**config.mk**
```make
export PLATFORM = sky130hd
export DESIGN_NAME = bblur3_window
export DESIGN_NICKNAME = d
export VERILOG_FILES = /design/src/sv/box_blur_3x3_edge_normalized_core_defines.svh /design/src/sv/bblur3_pkg.sv /design/src/sv/bblur3_window.sv
export SDC_FILE = /design/constraint.sdc
export NUM_CORES = 1
export LEC_CHECK = 0
export ABC_AREA = 1
export BUFFER_PORTS_ARGS = -buffer_cell sky130_fd_sc_hd__buf_2
export CORE_ASPECT_RATIO = 0.5
export CORE_UTILIZATION = 35
export DETAILED_ROUTE_END_ITERATION = 8
export GPL_ROUTABILITY_DRIVEN = 0
export PLACE_DENSITY_LB_ADDON = 0.1
export SLEW_MARGIN = 20
export SYNTH_ARGS = -nofsm -noshare
export SYNTH_HDL_FRONTEND = slang
export SYNTH_SLANG_ARGS = --single-unit
```
**constraint.sdc**
```tcl
create_clock -name clk -period 5.4 [get_ports clk]
set_input_delay 1.08 -clock clk [delete_from_list [all_inputs] [get_ports clk]]
set_output_delay 1.08 -clock clk [all_outputs]
set_load 0.02 [all_outputs]
```
**src/sv/box_blur_3x3_edge_normalized_core_defines.svh**
```systemverilog
// Assertion macros for the 3x3 box blur core.
// Used by box_blur_3x3_edge_normalized_core; no other dependencies.
`ifndef BOX_BLUR_3X3_EDGE_NORMALIZED_CORE_DEFINES_SVH
`define BOX_BLUR_3X3_EDGE_NORMALIZED_CORE_DEFINES_SVH

// Property that must hold at every edge outside reset.
`define BB3_ASSERT(name, clk, rst, prop, msg) \
  name: assert property (@(posedge clk) disable iff (rst) (prop)) else $error(msg);

// Antecedent at one edge implies consequent at the next.
`define BB3_ASSERT_NEXT(name, clk, rst, ante, cons, msg) \
  name: assert property (@(posedge clk) disable iff (rst) (ante) |=> (cons)) else $error(msg);

`endif

```
**src/sv/bblur3_pkg.sv**
```systemverilog
// Shared types and constants for the 3x3 box blur core.
// No dependencies.
package bblur3_pkg;

  localparam int WIDTH_REG_W  = 11;
  localparam int HEIGHT_REG_W = 13;
  localparam int CFG_DATA_W   = 13;
  localparam int CFG_INDEX_W  = 2;

  localparam logic [CFG_INDEX_W-1:0] REG_IMAGE_WIDTH  = 2'd0;
  localparam logic [CFG_INDEX_W-1:0] REG_IMAGE_HEIGHT = 2'd1;

  localparam logic [WIDTH_REG_W-1:0]  IMAGE_WIDTH_RST  = 11'd1024;
  localparam logic [HEIGHT_REG_W-1:0] IMAGE_HEIGHT_RST = 13'd768;

  localparam logic CMD_PIXEL = 1'b0;
  localparam logic CMD_FLUSH = 1'b1;

  localparam int RGB_W   = 24;
  localparam int LINE_W  = 2 * RGB_W;
  localparam int SUM_W   = 12;  // 9 * 255 fits
  localparam int COUNT_W = 4;   // up to 9 pixels in the mean

  typedef logic [RGB_W-1:0] rgb_t;

  typedef struct packed {
    logic       cmd;
    logic [7:0] in_red;
    logic [7:0] in_green;
    logic [7:0] in_blue;
  } pix_t;

  typedef struct packed {
    logic [7:0] out_red;
    logic [7:0] out_green;
    logic [7:0] out_blue;
    logic       frame_end;
  } blur_t;

  // which window columns / rows lie inside the image
  typedef struct packed {
    logic col_lo;
    logic col_hi;
    logic row_lo;
    logic row_hi;
  } win_mask_t;

  typedef struct packed {
    logic [SUM_W-1:0]   red;
    logic [SUM_W-1:0]   green;
    logic [SUM_W-1:0]   blue;
    logic [COUNT_W-1:0] count;
  } sums_t;

endpackage

```
**src/sv/bblur3_window.sv**
```systemverilog
// 3x3 window of pixels and the registered per-channel sums of its in-image part.
// Depends on bblur3_pkg.
module bblur3_window import bblur3_pkg::*; (
  input  logic      clk,
  input  logic      rst,
  input  logic      shift,
  input  rgb_t      top,
  input  rgb_t      mid,
  input  rgb_t      pix,
  input  win_mask_t mask,
  output sums_t     sums
);

  // cell index = column * 3 + row, column 0 oldest, row 0 top
  rgb_t cells      [9];
  rgb_t cells_next [9];
  logic [8:0] use_cell;
  logic [SUM_W-1:0] col_red [3];
  logic [SUM_W-1:0] col_green [3];
  logic [SUM_W-1:0] col_blue [3];
  logic [1:0] ncol;
  logic [1:0] nrow;
  sums_t sums_next;

  always_comb begin
    for (int k = 0; k < 6; k++) begin
      cells_next[k] = cells[k+3];
    end
    cells_next[6] = top;
    cells_next[7] = mid;
    cells_next[8] = pix;
  end

  always_comb begin
    for (int c = 0; c < 3; c++) begin
      for (int r = 0; r < 3; r++) begin
        use_cell[c*3+r] = !((c == 0 && !mask.col_lo) || (c == 2 && !mask.col_hi) ||
                            (r == 0 && !mask.row_lo) || (r == 2 && !mask.row_hi));
      end
    end
  end

  always_comb begin
    for (int c = 0; c < 3; c++) begin
      col_red[c]   = '0;
      col_green[c] = '0;
      col_blue[c]  = '0;
      for (int r = 0; r < 3; r++) begin
        if (use_cell[c*3+r]) begin
          col_red[c]   = col_red[c]   + SUM_W'(cells_next[c*3+r][23:16]);
          col_green[c] = col_green[c] + SUM_W'(cells_next[c*3+r][15:8]);
          col_blue[c]  = col_blue[c]  + SUM_W'(cells_next[c*3+r][7:0]);
        end
      end
    end
    ncol = 2'd1 + 2'(mask.col_lo) + 2'(mask.col_hi);
    nrow = 2'd1 + 2'(mask.row_lo) + 2'(mask.row_hi);
    sums_next.red   = col_red[0] + col_red[1] + col_red[2];
    sums_next.green = col_green[0] + col_green[1] + col_green[2];
    sums_next.blue  = col_blue[0] + col_blue[1] + col_blue[2];
    sums_next.count = COUNT_W'(ncol) * COUNT_W'(nrow);
  end

  always_ff @(posedge clk) begin
    if (rst) begin
      for (int k = 0; k < 9; k++) begin
        cells[k] <= '0;
      end
    end else if (shift) begin
      for (int k = 0; k < 9; k++) begin
        cells[k] <= cells_next[k];
      end
    end
  end

  always_ff @(posedge clk) begin
    if (shift) begin
      sums <= sums_next;
    end
  end

endmodule

```
==> reports/results.ini <==
[outcome]
outcome = finished clean

[setup_path]
critPathKind = input pin to flip-flop
crit_fanout = 9
required_ns = 5.62
r2r_cells = 24
startpoint_type = input pin
arrival_ns = 5.34
crit_path_frequent_cell = inv_1
reg2reg_from = cells[0][152]
slowest_delay_ns = 0.54
r2r-end = sums[26]
slowest_stage = fa_1
end_kind = flip-flop
rrSetupSlack_ns = 0.88

[clock_network]
cts-hold-fix-buffers = 0
cts_tree = yes
cts_buffers = 17
cts-htree-levels = 4
clock_latency_ns = 0.47
cts_root_buf = clkbuf_16
cts_buffer_depth = 2
clk_pin_slew_worst_paths_ns = 0.09
cts_sinks = 184

[timing]
finalHoldViolations = 0
slew_headroom = 0.400
slew_violations = 0
setup_violations = 0
tightest_slew_ns = 0.901
fin_ws_ns = 0.281
skew_ns = 0.0152
whs_ns = 0.567
fin_tns_setup_ns = 0
finalCritPeriodShare = 0.948
max_freq_ghz = 0.195
finalCriticalPeriod_ns = 5.12
rsz0062_at_grt = yes

[synth]
synthArstFlopShare = 0
synth_top_cell_by_area = edfxtp_1
yosysTopAreaCellShare = 0.336
synth_cell_types = 34
synth_edf_count = 184
seq_area_frac_synth = 0.336
synthCells = 2160
ys_ff_latch = 184
synth_area_um2 = 16400
synth_nets = 2470
synthFlopType = edfxtp_1
synth_area_per_cell_um2 = 7.61
ys_warn_count = 0
netlist_top_cells_area = edfxtp_1 34%, ha_1 14%, inv_1 10%

[cells_and_area]
final_common_cell = inv_1
final_util = 0.453
nNetsFinal = 2861
area_growth_syn_to_layout_pct = 26.0
fin_area_um2 = 20700
n_antenna_cell = 0
final_cell_mix = 452 x inv_1, 414 x nand2_1, 296 x nor2_1, 296 x buf_4, 184 x edfxtp_1
layout-drive-gt1-share = 0.199

[power_and_ir_drop]
power_density_nw_per_um2 = 273
clkPwrFrac = 0.242
pwr-share-seq = 0.334
p_int_mw = 3.59
p_comb_frac = 0.424
peakVddDrop_v = 0.000257
swShare = 0.364
leakagePower_nw = 11.1
power.switching_mw = 2.05

[global_route]
grt_use_total = 0.206
grt_max_degree = 76
grt_overflow = 0
grt_antenna_before_repair = 1
grt_pass1_vias = 13959
grt_pass1_wl_mm = 75.2

[min_path]
hold_path.startpoint = cells[0][159]
holdPathEnd = cells[0][87]
hold_class = flip-flop to flip-flop
min_path_cells = 2

[place]
hpwl_mm = 38.6
portBuffers = 118
post-place-ws_ns = -0.355
place_area_um2 = 19900

[floorplanning]
die_height_um = 155
dieArea_um2 = 47900
row_count = 55
die_w_um = 308
placeableCoreArea_um2 = 45800
start_util = 0.359
pin_count = 119

[route]
first_pass_iters = 5
first_iter_violations = 813
dr_wl_met2_mm = 20.4
via_count = 14560
wl_per_cell_um = 15.0
highest_layer = met4
drt-total-wl_mm = 47.9
wl_met3_mm = 1.78
ant_nets = 0
wl_met1_mm = 25.4
viasPerCell = 4.56
remaining_drc_errors = 0

[job]
max_cap_violations = 0

[synthesized netlist by cell type, types with 8 or more instances]
master and count:
a21o_1 9, a21oi_1 155, buf_1 8, buf_2 8, clkbuf_1 26, edfxtp_1 184, fa_1 51, ha_1 180
inv_1 454, nand2_1 416, nand3_1 113, nand3b_1 14, nand4_1 43, nor2_1 305, nor3_1 9, o211ai_1 13
o21ai_0 75, or2_2 13, xnor2_1 23, xor2_1 28
[registers in the layout, summed over array words and instances (netlist names)]
register and flops:
cells 144, sums 40
[layout make-up]
cell class	count	area, um2
sequential	184	5530
timing repair buffer	416	2850
clock buffer	17	425
inverter	456	1710
tap	627	785
multi-input combinational	1476	9230
fill	4662	25000
clock inverter	15	183
[repair_timing]
action | in CTS | in global routing
buffers inserted | 0 | 4
endpoints found under the setup margin | 0 | 17
resized for setup | 0 | 52
[worst max path at each step]
stage	cells after the start	start	end
floorplan	30	mask[1]	sums[26]
global placement	26	mask[1]	sums[26]
detailed placement	26	mask[1]	sums[26]
CTS	26	mask[1]	sums[26]
global route	30	mask[1]	sums[38]
finish	26	mask[1]	sums[26]
[critical path: cells and delay by family]
family	cells	cell delay [ns]
adder cells (fa/ha/maj)	5	1.80
AND/OR/NAND/NOR	7	0.81
buffers and inverters	8	0.80
AO/OA/AOI/OAI	4	0.57
XOR/XNOR	2	0.27
[per-stage QoR]
stage          std cells  power [mW]
3_5_place_dp        3155        4.23
2_1_floorplan       2160        3.26
5_1_grt             3191        6.06
6_report            3191        5.65
3_3_place_gp        3155        4.24
4_1_cts             3187        5.63
[routing by layer]
layer  global-route usage  vias up
met3               0.0376       22
met4               0.0351        0
met2                0.319      204
met5                    0        -
met1                0.301     6615
li1                     -     7719
[power groups by stage]
stage | clock network [mW] | registers (mW) | logic (mW)
2_1_floorplan | 0 | 2.05 | 1.22
3_3_place_gp | 0 | 1.92 | 2.32
5_1_grt | 1.45 | 1.90 | 2.70
4_1_cts | 1.41 | 1.89 | 2.33
3_5_place_dp | 0 | 1.92 | 2.31
6_report | 1.37 | 1.88 | 2.40
[kinds of logic after synthesis]
| logic type | share of synthesized area |
|---|---|
| compound gates | 0.0900 |
| xor+xnor | 0.0272 |
| fa+ha+maj | 0.199 |
| buf+inv | 0.115 |
| flops | 0.336 |
| mux | 0.000609 |
| simple gates | 0.232 |
Power figures use the tool's default switching activity.
