**src/sv/box_blur_3x3_edge_normalized_core_defines.svh**
```systemverilog
// Assertion macros for the 3x3 box blur core.
// Used by box_blur_3x3_edge_normalized_core; no other dependencies.
`ifndef BOX_BLUR_3X3_EDGE_NORMALIZED_CORE_DEFINES_SVH
`define BOX_BLUR_3X3_EDGE_NORMALIZED_CORE_DEFINES_SVH

// Property that must hold at every edge outside reset.
`define BB3_ASSERT(name, clk, rst, prop, msg) \
  name: assert property (@(posedge clk) disable iff (rst) (prop)) else $error(msg);

// Antecedent at one edge implies consequent at the next.
`define BB3_ASSERT_NEXT(name, clk, rst, ante, cons, msg) \
  name: assert property (@(posedge clk) disable iff (rst) (ante) |=> (cons)) else $error(msg);

`endif

```
**src/sv/bblur3_pkg.sv**
```systemverilog
// Shared types and constants for the 3x3 box blur core.
// No dependencies.
package bblur3_pkg;

  localparam int WIDTH_REG_W  = 11;
  localparam int HEIGHT_REG_W = 13;
  localparam int CFG_DATA_W   = 13;
  localparam int CFG_INDEX_W  = 2;

  localparam logic [CFG_INDEX_W-1:0] REG_IMAGE_WIDTH  = 2'd0;
  localparam logic [CFG_INDEX_W-1:0] REG_IMAGE_HEIGHT = 2'd1;

  localparam logic [WIDTH_REG_W-1:0]  IMAGE_WIDTH_RST  = 11'd1024;
  localparam logic [HEIGHT_REG_W-1:0] IMAGE_HEIGHT_RST = 13'd768;

  localparam logic CMD_PIXEL = 1'b0;
  localparam logic CMD_FLUSH = 1'b1;

  localparam int RGB_W   = 24;
  localparam int LINE_W  = 2 * RGB_W;
  localparam int SUM_W   = 12;  // 9 * 255 fits
  localparam int COUNT_W = 4;   // up to 9 pixels in the mean

  typedef logic [RGB_W-1:0] rgb_t;

  typedef struct packed {
    logic       cmd;
    logic [7:0] in_red;
    logic [7:0] in_green;
    logic [7:0] in_blue;
  } pix_t;

  typedef struct packed {
    logic [7:0] out_red;
    logic [7:0] out_green;
    logic [7:0] out_blue;
    logic       frame_end;
  } blur_t;

  // which window columns / rows lie inside the image
  typedef struct packed {
    logic col_lo;
    logic col_hi;
    logic row_lo;
    logic row_hi;
  } win_mask_t;

  typedef struct packed {
    logic [SUM_W-1:0]   red;
    logic [SUM_W-1:0]   green;
    logic [SUM_W-1:0]   blue;
    logic [COUNT_W-1:0] count;
  } sums_t;

endpackage

```
**src/sv/bblur3_mean.sv**
```systemverilog
// Rounded mean per channel and the output register of the result channel.
// Depends on bblur3_pkg.
module bblur3_mean import bblur3_pkg::*; (
  input  logic  clk,
  input  logic  rst,
  input  logic  load,
  input  sums_t sums,
  input  logic  frame_end,
  output logic  free,
  output logic  blur_valid,
  input  logic  blur_stall,
  output blur_t blur
);

  // reciprocals of 3 and 9 scaled by 2^16, exact for the ranges used here
  localparam logic [14:0] DIV3_K      = 15'd21846;
  localparam logic [14:0] DIV9_K      = 15'd7282;
  localparam int          RECIP_SHIFT = 16;

  // (2*sum + n) / (2*n): shift, then divide by 3 or 9 when n is 3, 6 or 9
  function automatic logic [7:0] rounded_mean(input logic [SUM_W-1:0] s,
                                              input logic [COUNT_W-1:0] n);
    logic [SUM_W:0]   x;
    logic [SUM_W:0]   y;
    logic [27:0]      p;
    logic [7:0]       q;
    x = {s, 1'b0} + (SUM_W+1)'(n);
    y = '0;
    p = '0;
    case (n)
      4'd1: q = x[8:1];
      4'd2: q = x[9:2];
      4'd4: q = x[10:3];
      4'd3: begin
        y = x >> 1;
        p = 28'(y) * 28'(DIV3_K);
        q = p[RECIP_SHIFT+7:RECIP_SHIFT];
      end
      4'd6: begin
        y = x >> 2;
        p = 28'(y) * 28'(DIV3_K);
        q = p[RECIP_SHIFT+7:RECIP_SHIFT];
      end
      4'd9: begin
        y = x >> 1;
        p = 28'(y) * 28'(DIV9_K);
        q = p[RECIP_SHIFT+7:RECIP_SHIFT];
      end
      default: q = '0;
    endcase
    return q;
  endfunction

  assign free = !blur_valid || !blur_stall;

  always_ff @(posedge clk) begin
    if (rst) begin
      blur_valid <= 1'b0;
    end else if (load) begin
      blur_valid <= 1'b1;
    end else if (!blur_stall) begin
      blur_valid <= 1'b0;
    end
  end

  always_ff @(posedge clk) begin
    if (load) begin
      blur.out_red   <= rounded_mean(sums.red, sums.count);
      blur.out_green <= rounded_mean(sums.green, sums.count);
      blur.out_blue  <= rounded_mean(sums.blue, sums.count);
      blur.frame_end <= frame_end;
    end
  end

endmodule

```
**config.mk**
```make
export PLATFORM = sky130hd
export DESIGN_NAME = bblur3_mean
export DESIGN_NICKNAME = d
export VERILOG_FILES = /design/src/sv/box_blur_3x3_edge_normalized_core_defines.svh /design/src/sv/bblur3_pkg.sv /design/src/sv/bblur3_mean.sv
export SDC_FILE = /design/constraint.sdc
export NUM_CORES = 1
export LEC_CHECK = 0
export BUFFER_PORTS_ARGS = -buffer_cell sky130_fd_sc_hd__buf_4
export CAP_MARGIN = 5
export CORE_AREA = 5 5 309 190
export CTS_CLUSTER_DIAMETER = 30
export DETAILED_ROUTE_END_ITERATION = 12
export DIE_AREA = 0 0 314 195
export PLACE_DENSITY = 0.48
export SYNTH_ARGS = -nofsm -noshare
export SYNTH_HDL_FRONTEND = slang
export SYNTH_SLANG_ARGS = --single-unit
export TNS_END_PERCENT = 5
```
**constraint.sdc**
```tcl
create_clock -name clk -period 9.6 [get_ports clk]
set_input_delay 1.44 -clock clk [delete_from_list [all_inputs] [get_ports clk]]
set_output_delay 1.44 -clock clk [all_outputs]
set_load 0.02 [all_outputs]
```
==> summary.txt, run 1 <==
Logic synthesis
  – Basic-gate share of the synthesized area counting and, or, nand and nor cells: 0.07800
  – Proportion of synthesized area in mux cells: 0.008927
  – Synthesized-area fraction occupied by adder cells: 0.5811
  – Dominant cell type by area after synthesis: ha_1
  – Number of warnings printed during yosys synthesis: 0
  – Post-synthesis cell count: around 2200
  – Unique masters post-synth: 75
  – Sequential cell area fraction in the yosys report: 0.04014
  – Area fraction in compound gates after synthesis: 0.1149
  – Synth async-reset ratio: 0
  – Fraction of synthesized cell area in xor and xnor cells: 0.04503
  – Number of flops mapped to enable cells by yosys: 25
  – Mapped Nets: about 2900
  – Largest cells by area after synthesis: ha_1, fa_1, inv_1
  – Netlist Area Pre-Place: 19200 sq um
  – Average instance area after synthesis: between 8 and 9 sq um
  – Dominant register cell in the synthesized netlist: edfxtp_1
  – Dominant combinational cell family by area after synthesis: adder cells
  – #FFs+latches synth: 26
  – Top-area cell type share of the netlist area: 0.3069

STA
  – Period utilization: 0.9368
  – Total Neg Setup Slack: 0 ns
  – RSZ-0062 raised after global routing: false
  – Maximum clock skew at final layout: 0 ns
  – Number of setup violations in the final report: 0
  – Clock period minus worst slack: about 9.0 ns
  – Max Slew Vio Count: 0
  – Number of hold-slack violations in the final timing report: 0
  – Rel. slew slack: 0.2871
  – Measured slew at the worst slew-check pin: 1.069 ns
  – Highest clock frequency the design can meet: around 0.11 GHz

Place
  – Count of buffers inserted at the top-level ports: around 70
  – RePlAce Congestion: just over 0.9
  – DP HPWL: around 50000 um

CTS
  – Maximum clock insertion buffer count: 2
  – # H-tree levels: 1
  – Insertion delay to the later sink of the worst-skew pair: ~0.29 ns
  – Number of sinks on the clock net: 26
  – TritonCTS clock tree: built
  – CTS buffer count: 3
  – CTS clk-pin slew, worst paths: ~0.09 ns
  – Number of gates given a new drive strength after cts: 0
  – Root buf cell: clkbuf_16
  – Hold_buf cts: 0
  – Number of buffers inserted by post-CTS setup repair: 0

Cells and area
  – Net total in the final layout: approximately 3000
  – Ratio of cells with drive above 1 in the final layout: 0.05762
  – Layout area overhead: 8.777%
  – Number of antenna repair diodes: 0

Floorplan
  – Initial core utilization: 0.3471
  – Die area: just over 60000 sq um
  – Die width: 314 um
  – Standard-cell row count: between 60 and 70
  – Core Region: approximately 55000 sq um
  – Die Y-Extent: 195 um
  – Count of pins on the block boundary: 72

Routing
  – DRC violation total after the first TritonRoute iteration: roughly 1100
  – Detail-routed via count per cell: about 5.0
  – Iteration count of the initial detailed-routing pass: 5
  – Remaining routing DRC violations: 0
  – Number of vias in the routed layout: ~15000
  – Remaining antenna violation count after routing: 0
  – Routed length per instance: about 19 um
  – Post-detailed-routing wire length: ~55000 um

Setup path
  – Type of destination of the critical path: flop
  – Required time reported for the critical path endpoint: ~9.7 ns
  – Category of cells accounting for the largest share of critical-path delay: adder cells
  – Worst-case reg-to-reg path depth: 2
  – Classification of the worst setup path: input pin to flop
  – Critical path depth: 24
  – Worst Path Max Fanout: 10
  – CP Cell Sequence: buf_4 > ha_1 > fa_1 > a21o_1 > nand2_1 > xor2_1 > inv_1 > ha_1 > fa_1 > inv_1 > fa_1 > inv_1 > fa_1 > inv_1 > fa_1 > inv_1 > ha_1 > o21ai_0 > a21oi_1 > a41oi_1 > a41o_1 > o21ai_0 > a221oi_1 > or3b_1
  – Critical Path AT: around 9 ns
  – Cell with the largest stage delay on the worst path: fa_1
  – Startpoint types: input pin
  – Bufs and invs on worst path: 6
  – Delay of the slowest cell on the worst path: 0.55 ns

GRT
  – Met3 GRT Util: 0.03051
  – Global Route Usage Sum: 0.1820
  – Number of global-route vias before repair: between 15000 and 20000
  – Met1 track utilization from global routing: 0.3036
  – Global routing usage on met2: 0.2536
  – Pin count of the biggest net entering global routing: 27
  – Overflow left after global routing: 0
  – Routing layer with the top usage in global route: met1
  – Global-route wire length before repair: between 80000 and 90000 um
  – Antenna violations before repair: 0

Flow run
  – Maxcap violations: 0

Worst hold path
  – Classification of the worst-slack hold path: flop to flop
  – Hold Crit Depth: 2

Outcome
  – Outcome: complete, no violations
==> through the flow <==
stage	hold slack (ns)	instances	setup WS, ns	cell area [sq um]	util
after floorplan	0.5890	2159	1.712	19200	-
after global placement	0.4925	2959	0.5654	20780	0.3756
after detailed placement	0.5025	2959	0.4615	20780	0.3756
after CTS	0.5238	2963	0.7389	20890	0.3775
after global routing	0.5501	2963	0.2364	20890	0.3775
final	0.5157	2963	0.6071	20890	0.3775
==> worst register-to-register path, cell delays in order, from the launching register on <==
cell and delay, ns:
dfxtp_1 0.33, a21oi_1 0.12, nor2_1 0.05
==> final timing paths <==
| path | startpoint | end | slack (ns) |
|---|---|---|---|
| max | sums[1] | blur[7] | 0.61 |
| min | blur_valid | blur_valid | 0.52 |
| max reg2reg | blur_valid | blur_valid | 9.01 |
| min reg2reg | blur_valid | blur_valid | 0.52 |
==> cell usage after synthesis (5+ instances only) <==
cell / count
nor2_1: 56
nor3b_1: 9
xor2_1: 44
a211o_1: 7
nand3b_1: 5
o31ai_1: 6
o21a_1: 12
inv_1: 650
ha_1: 471
nand2b_1: 8
edfxtp_1: 25
nor2b_1: 16
o21bai_1: 7
o21ai_0: 63
o221ai_1: 8
a31oi_1: 8
fa_1: 263
mux2i_1: 16
clkbuf_1: 24
a21oi_1: 75
o211ai_1: 12
nor3_1: 33
a211oi_1: 13
a21o_1: 28
and3_1: 7
a222oi_1: 9
o22ai_1: 11
a221oi_1: 19
nand2_1: 71
or3_1: 9
nand4_1: 17
nand3_1: 30
or2_2: 5
and4_1: 7
xnor2_1: 51
==> logic make-up (layout without fill, tap and decap cells) <==
logic type | Yosys count | count (layout)
xor+xnor | 97 | 97
simple gates | 292 | 292
buf+inv | 675 | 755
mux | 17 | 17
flops | 26 | 26
compound gates | 318 | 318
fa+ha+maj | 734 | 734
==> final cells by class <==
class | instances | area (sq um)
multi-input combinational | 1458 | 15910
fill | 5656 | 34440
sequential | 26 | 770.7
timing repair buffer | 101 | 758.2
inverter | 650 | 2440
clock inverter | 1 | 30.03
clock buffer | 3 | 75.07
tap | 724 | 905.9
==> registers in the layout, summed over array words and instances (netlist names) <==
register and count:
blur 25, blur_valid 1
==> placed cells by master, fill, tap and decap left out, types with 8 or more instances in the layout <==
master    netlist  routed
xnor2_1        51      51
a221oi_1       19      19
nand2_1        71      71
a31oi_1         8       8
o211ai_1       12      12
or3_1           9       9
buf_4           0     101
nand4_1        17      17
nand2b_1        8       8
a21oi_1        75      75
inv_1         650     650
o21a_1         12      12
xor2_1         44      44
o22ai_1        11      11
ha_1          471     471
nor2b_1        16      16
nor3_1         33      31
a222oi_1        9       9
o221ai_1        8       8
mux2i_1        16      16
nor3b_1         9       9
edfxtp_1       25      25
a21o_1         28      28
nor2_1         56      56
fa_1          263     263
a211oi_1       13      13
o21ai_0        63      63
nand3_1        30      30
==> routing by layer <==
metal  routed length (um)  vias up
met5                    0        -
met4                  204        0
met3                 3373       21
met2                21330      349
met1                30470     7120
li1                     -     7200
Power of run 1 is not shown: default switching activity piles up to over one toggle a cycle in this logic, so the estimate is an artifact.
==> run 2: changes to the inputs <==
- BUFFER_PORTS_ARGS: -buffer_cell sky130_fd_sc_hd__buf_4 -> -buffer_cell sky130_fd_sc_hd__buf_2
- CORE_AREA: 5 5 309 190 -> 5 5 237 147
- DIE_AREA: 0 0 314 195 -> 0 0 242 152
- PLACE_DENSITY: 0.48 -> 0.75
==> run 2 against run 1 <==
Compared with the run above:
- wire length is 9.2% lower
- die area decreased by 40%
- critical path type unchanged
- register-to-register slack barely moved
- flip-flop and latch count unchanged
- non-clock buffer count fell by 4
- highest routed layer unchanged
- hold slack got worse by 0.0010 ns
- global-route usage up 9.4 points
- via count is 2.4% higher
- critical path depth did not move
==> summary.txt, run 2 (synthesis gave the netlist of run 1 again) <==
Place
  – Cell area after placement: 20210 sq um (was 20780 sq um)
  – DP HPWL: 44900 um (was 49510 um)
  – RePlAce Congestion: 0.9736 (was 0.9121)
  – Count of buffers inserted at the top-level ports: 71 (unchanged)
  – Place WS: 0.8120 ns (was 0.4615 ns)

Routing
  – Routed length per instance: 18.84 um (was 18.69 um)
  – Number of vias in the routed layout: 15040 (was 14690)
  – Post-detailed-routing wire length: 50280 um (was 55370 um)
  – Detail-routed via count per cell: 5.638 (was 4.958)
  – Remaining routing DRC violations: 0 (unchanged)
  – Iteration count of the initial detailed-routing pass: 5 (unchanged)
  – DRC violation total after the first TritonRoute iteration: 1257 (was 1096)
  – Remaining antenna violation count after routing: 0 (unchanged)

STA
  – Maximum clock skew at final layout: 0 ns (unchanged)
  – Measured slew at the worst slew-check pin: 1.156 ns (was 1.069 ns)
  – Max Slew Vio Count: 0 (unchanged)
  – Clock period minus worst slack: 8.671 ns (was 8.993 ns)
  – Number of hold-slack violations in the final timing report: 0 (unchanged)
  – Total Neg Setup Slack: 0 ns (unchanged)
  – Number of setup violations in the final report: 0 (unchanged)
  – Post-layout worst setup margin: 0.9292 ns (was 0.6071 ns)
  – RSZ-0062 raised after global routing: false (unchanged)
  – Rel. slew slack: 0.2253 (was 0.2871)
  – Period utilization: 0.9032 (was 0.9368)
  – Highest clock frequency the design can meet: 0.1153 GHz (was 0.1112 GHz)

Cells and area
  – Register bank with the most flops: blur (unchanged)
  – Net total in the final layout: 3015 (was 3019)
  – Ratio of cells with drive above 1 in the final layout: 0.05593 (was 0.05762)
  – Number of flip-flops under the largest register name: 25 (unchanged)
  – Post-layout util: 0.6196 (was 0.3775)
  – Leading cell type in the layout, fill and taps excluded: inv_1 (unchanged)
  – Filler cell count: 2818 (was 5656)
  – Area of all placed cells without fillers: 20320 sq um (was 20890 sq um)
  – Commonest non-fill, non-tap cells in the layout: inv_1, ha_1, fa_1, a21oi_1 (was inv_1, ha_1, fa_1, buf_4, a21oi_1)
  – Layout area overhead: 5.806% (was 8.777%)
  – Largest registers ranked by flip-flop count: blur (25), blur_valid (1) (unchanged)

Setup path
  – Required time reported for the critical path endpoint: 9.59 ns (was 9.65 ns)
  – Launching point of the worst reg2reg path: blur_valid (unchanged)
  – Worst Path Max Fanout: 10 (unchanged)
  – Critical Path AT: 8.66 ns (was 9.04 ns)
  – Critical path origin: sums[1] (unchanged)
  – Type of destination of the critical path: flop (unchanged)
  – Startpoint types: input pin (unchanged)
  – Worst-case register-to-register setup slack: 9.00 ns (was 9.01 ns)
  – Capturing instance or port of the critical path: blur[4] (was blur[7])
  – Capture instance of the worst register-to-register path: blur_valid (unchanged)
  – Worst-case reg-to-reg path depth: 2 (unchanged)
  – Classification of the worst setup path: input pin to flop (unchanged)

GRT
  – Overflow left after global routing: 0 (unchanged)
  – Antenna violations before repair: 0 (unchanged)
  – Global Route Usage Sum: 0.2756 (was 0.1820)
  – Routing layer with the top usage in global route: met2 (was met1)
  – Global routing usage on met2: 0.4208 (was 0.2536)
  – Number of global-route vias before repair: 15870 (was 15160)
  – Pin count of the biggest net entering global routing: 28 (was 27)
  – Met3 GRT Util: 0.07619 (was 0.03051)
  – Global-route wire length before repair: 82970 um (was 88100 um)
  – Met1 track utilization from global routing: 0.4052 (was 0.3036)

CTS
  – Number of gates given a new drive strength after cts: 0 (unchanged)
  – CTS clk-pin slew, worst paths: 0.08 ns (was 0.09 ns)
  – Number of sinks on the clock net: 26 (unchanged)
  – CTS buffer count: 3 (unchanged)
  – Root buf cell: clkbuf_16 (unchanged)
  – Hold_buf cts: 0 (unchanged)
  – Number of buffers inserted by post-CTS setup repair: 0 (unchanged)
  – Insertion delay to the later sink of the worst-skew pair: 0.28 ns (was 0.29 ns)
  – TritonCTS clock tree: built (unchanged)
  – # H-tree levels: 1 (unchanged)
  – Maximum clock insertion buffer count: 2 (unchanged)

Floorplan
  – Count of pins on the block boundary: 72 (unchanged)
  – Die Y-Extent: 152 um (was 195 um)
  – Core Region: 32790 sq um (was 55330 sq um)
  – Initial core utilization: 0.5856 (was 0.3471)
  – Die area: 36780 sq um (was 61230 sq um)
  – Die width: 242 um (was 314 um)
  – Standard-cell row count: 52 (was 67)

Outcome
  – Outcome: complete, no violations (unchanged)

Worst hold path
  – Classification of the worst-slack hold path: flop to flop (unchanged)

Flow run
  – Maxcap violations: 0 (unchanged)
==> run 2: cell type report <==
class / instances / area [sq um] / area share
repair buffers: 97 / 550.5 / 0.02710
flip-flops and latches: 26 / 770.7 / 0.03794
multi-input cells: 1458 / 15910 / 0.7830
well taps: 432 / 540.5 / 0.02660
diodes: 1 / 2.502 / 0.0001232
clock buffers: 3 / 75.07 / 0.003695
clock inverters: 1 / 30.03 / 0.001478
inverters: 650 / 2440 / 0.1201
==> run 2: per-stage QoR <==
stage	hold slack, ns	cells
detailed placement	0.5004	2663
finish	0.5147	2668
floorplan	0.5890	2159
global placement	0.4864	2663
global route	0.5652	2667
CTS	0.5188	2667
==> run 2: worst min-delay path by stage <==
stage	end	cells past startpoint	startpoint
after floorplan	blur_valid	2	blur_valid
after global placement	blur_valid	2	blur_valid
after detailed placement	blur_valid	2	blur_valid
after CTS	blur_valid	2	blur_valid
after global routing	blur_valid	2	blur_valid
final	blur_valid	2	blur_valid
==> run 2: metal layers <==
layer	share of wire	vias up	wire (um)
met2	0.41	523	20860
met1	0.47	7267	23770
met3	0.099	54	4965
met5	0	-	0
met4	0.013	0	673
li1	-	7198	-
==> run 2: critical path: stages <==
cell and delay, ns:
buf_2 0.21, ha_1 0.27, fa_1 0.40, a21o_1 0.23
nand2_1 0.08, xor2_1 0.45, inv_1 0.29, ha_1 0.47
xor2_1 0.33, inv_1 0.15, fa_1 0.55, fa_1 0.56
inv_1 0.09, fa_1 0.54, inv_1 0.04, ha_1 0.31
nand2_1 0.05, o21ai_0 0.35, o21ai_0 0.23, o21ai_0 0.45
a31oi_1 0.17, xnor2_1 0.18, a221oi_1 0.54, o311ai_0 0.24
Power of run 2 is left out for the same reason.
==> run 3: changes to the inputs <==
- BUFFER_PORTS_ARGS: -buffer_cell sky130_fd_sc_hd__buf_2 -> -buffer_cell sky130_fd_sc_hd__clkbuf_2
==> run 3 against run 2 <==
Compared with the run above:
- first-iteration DRC count fell by 7.6%
- via count barely moved
- wire length decreased by 2.5%
- die area is the same
- non-clock buffer count is 3 lower
- design area fell by 0.12%
- setup slack lost 0.18 ns
- largest cell class unchanged
==> summary.txt, run 3 (synthesis gave the netlist of run 1 again) <==
CTS
  – Number of gates given a new drive strength after cts: 0 (unchanged)
  – Insertion delay to the later sink of the worst-skew pair: 0.28 ns (about the same)
  – # H-tree levels: 1 (unchanged)
  – Number of sinks on the clock net: 26 (unchanged)
  – Number of buffers inserted by post-CTS setup repair: 0 (unchanged)
  – Hold_buf cts: 0 (unchanged)
  – CTS buffer count: 3 (unchanged)
  – CTS clk-pin slew, worst paths: 0.08 ns (about the same)
  – Root buf cell: clkbuf_16 (unchanged)
  – TritonCTS clock tree: built (unchanged)
  – Maximum clock insertion buffer count: 2 (unchanged)

Floorplan
  – Initial core utilization: 0.5856 (unchanged)
  – Standard-cell row count: 52 (unchanged)
  – Core Region: 32790 sq um (unchanged)
  – Die area: 36780 sq um (unchanged)
  – Die width: 242 um (unchanged)
  – Die Y-Extent: 152 um (unchanged)
  – Count of pins on the block boundary: 72 (unchanged)

Worst hold path
  – Hold Crit Depth: 2 (unchanged)
  – Classification of the worst-slack hold path: flop to flop (unchanged)
  – Endpoint of the worst hold-timing path: blur_valid (unchanged)
  – Launch instance of the worst min-delay path: blur_valid (unchanged)

Setup path
  – Classification of the worst setup path: input pin to flop (unchanged)
  – Critical Path AT: 8.88 ns (was 8.66 ns)
  – Startpoint types: input pin (unchanged)
  – Required time reported for the critical path endpoint: 9.63 ns (was 9.59 ns)
  – Launching point of the worst reg2reg path: blur_valid (unchanged)
  – Type of destination of the critical path: flop (unchanged)
  – Worst Path Max Fanout: 10 (unchanged)
  – Capture instance of the worst register-to-register path: blur_valid (unchanged)
  – Worst-case reg-to-reg path depth: 2 (unchanged)
  – Worst-case register-to-register setup slack: 8.99 ns (was 9.00 ns)

Routing
  – Number of vias in the routed layout: 15050 (was 15040)
  – Remaining routing DRC violations: 0 (unchanged)
  – DRC violation total after the first TritonRoute iteration: 1161 (was 1257)
  – Remaining antenna violation count after routing: 0 (unchanged)
  – Iteration count of the initial detailed-routing pass: 6 (was 5)
  – Post-detailed-routing wire length: 49030 um (was 50280 um)
  – Routed length per instance: 18.41 um (was 18.84 um)
  – Detail-routed via count per cell: 5.648 (was 5.638)

STA
  – Total Neg Setup Slack: 0 ns (unchanged)
  – Max Slew Vio Count: 0 (unchanged)
  – Number of setup violations in the final report: 0 (unchanged)
  – Rel. slew slack: 0.1690 (was 0.2253)
  – RSZ-0062 raised after global routing: false (unchanged)
  – Period utilization: 0.9224 (was 0.9032)
  – Highest clock frequency the design can meet: 0.1129 GHz (was 0.1153 GHz)
  – Clock period minus worst slack: 8.855 ns (was 8.671 ns)
  – Measured slew at the worst slew-check pin: 1.240 ns (was 1.156 ns)
  – Number of hold-slack violations in the final timing report: 0 (unchanged)
  – Maximum clock skew at final layout: 0 ns (unchanged)

Cells and area
  – Ratio of cells with drive above 1 in the final layout: 0.05466 (was 0.05593)
  – Layout area overhead: 5.676% (was 5.806%)
  – Net total in the final layout: 3012 (was 3015)
  – Commonest non-fill, non-tap cells in the layout: inv_1, ha_1, fa_1, a21oi_1 (unchanged)
  – Largest registers ranked by flip-flop count: blur (25), blur_valid (1) (unchanged)
  – Register bank with the most flops: blur (unchanged)
  – Leading cell type in the layout, fill and taps excluded: inv_1 (unchanged)
  – Area of all placed cells without fillers: 20290 sq um (was 20320 sq um)
  – Number of antenna repair diodes: 0 (was 1)
  – Number of flip-flops under the largest register name: 25 (unchanged)

GRT
  – Pin count of the biggest net entering global routing: 29 (was 28)
  – Global Route Usage Sum: 0.2705 (was 0.2756)
  – Number of global-route vias before repair: 15790 (was 15870)
  – Overflow left after global routing: 0 (unchanged)
  – Global-route wire length before repair: 81860 um (was 82970 um)
  – Antenna violations before repair: 0 (unchanged)

Flow run
  – Maxcap violations: 0 (unchanged)

Place
  – Count of buffers inserted at the top-level ports: 71 (unchanged)
  – RePlAce Congestion: 0.9486 (was 0.9736)
  – Cell area after placement: 20190 sq um (was 20210 sq um)
  – DP HPWL: 43720 um (was 44900 um)

Outcome
  – Outcome: complete, no violations (unchanged)
-- run 3: cell count changes in the layout (fill, tap and decap cells not counted) --
cell	previous run	this run
buf_2	71	0
buf_4	26	23
clkbuf_2	0	71
diode_2	1	0
-- run 3: per-layer routing --
metal	vias up	wire length (um)	GRT usage
li1	7196	-	-
met1	7268	23480	0.4080
met2	525	20590	0.4064
met3	57	4264	0.06180
met4	0	690	0.04209
met5	-	0	0
-- run 3: worst max-delay path by stage --
stage / startpoint / end / slack [ns] / cells after the start
final: sums[1] / blur[7] / 0.75 / 24
after global routing: sums[1] / blur[14] / 0.46 / 25
after CTS: sums[1] / blur[7] / 0.92 / 24
after detailed placement: sums[2] / blur[7] / 0.67 / 25
after global placement: sums[2] / blur[7] / 0.91 / 25
after floorplan: sums[1] / blur[22] / 1.71 / 25
-- run 3: critical path, stage by stage --
cell      delay (ns)
clkbuf_2        0.25
ha_1            0.31
fa_1            0.40
a21o_1          0.24
nand2_1         0.08
xor2_1          0.48
inv_1           0.32
ha_1            0.46
xor2_1          0.33
inv_1           0.14
fa_1            0.55
fa_1            0.55
inv_1           0.08
fa_1            0.54
inv_1           0.04
ha_1            0.30
nand2_1         0.05
o21ai_0         0.34
o21ai_0         0.22
o211ai_1        0.36
a41oi_2         0.23
xnor2_1         0.19
a221oi_1        0.52
or3b_1          0.41
-- run 3: area by class of cell --
| class | count | area [sq um] |
|---|---|---|
| repair buffers | 94 | 528.0 |
| clock buffers | 3 | 75.07 |
| well taps | 432 | 540.5 |
| flip-flops and latches | 26 | 770.7 |
| fillers | 2806 | 12500 |
| multi-input cells | 1458 | 15910 |
| inverters | 650 | 2440 |
| clock inverters | 1 | 30.03 |
-- run 3: through the flow --
stage	cells	setup WS, ns	util	hold WS, ns
2_1_floorplan	2159	1.712	-	0.5890
3_3_place_gp	2660	0.9052	0.6156	0.4924
3_5_place_dp	2660	0.6700	0.6156	0.5121
4_1_cts	2664	0.9195	0.6188	0.5293
5_1_grt	2664	0.4553	0.6188	0.6001
6_report	2664	0.7454	0.6188	0.5260
Power of run 3 is left out for the same reason.
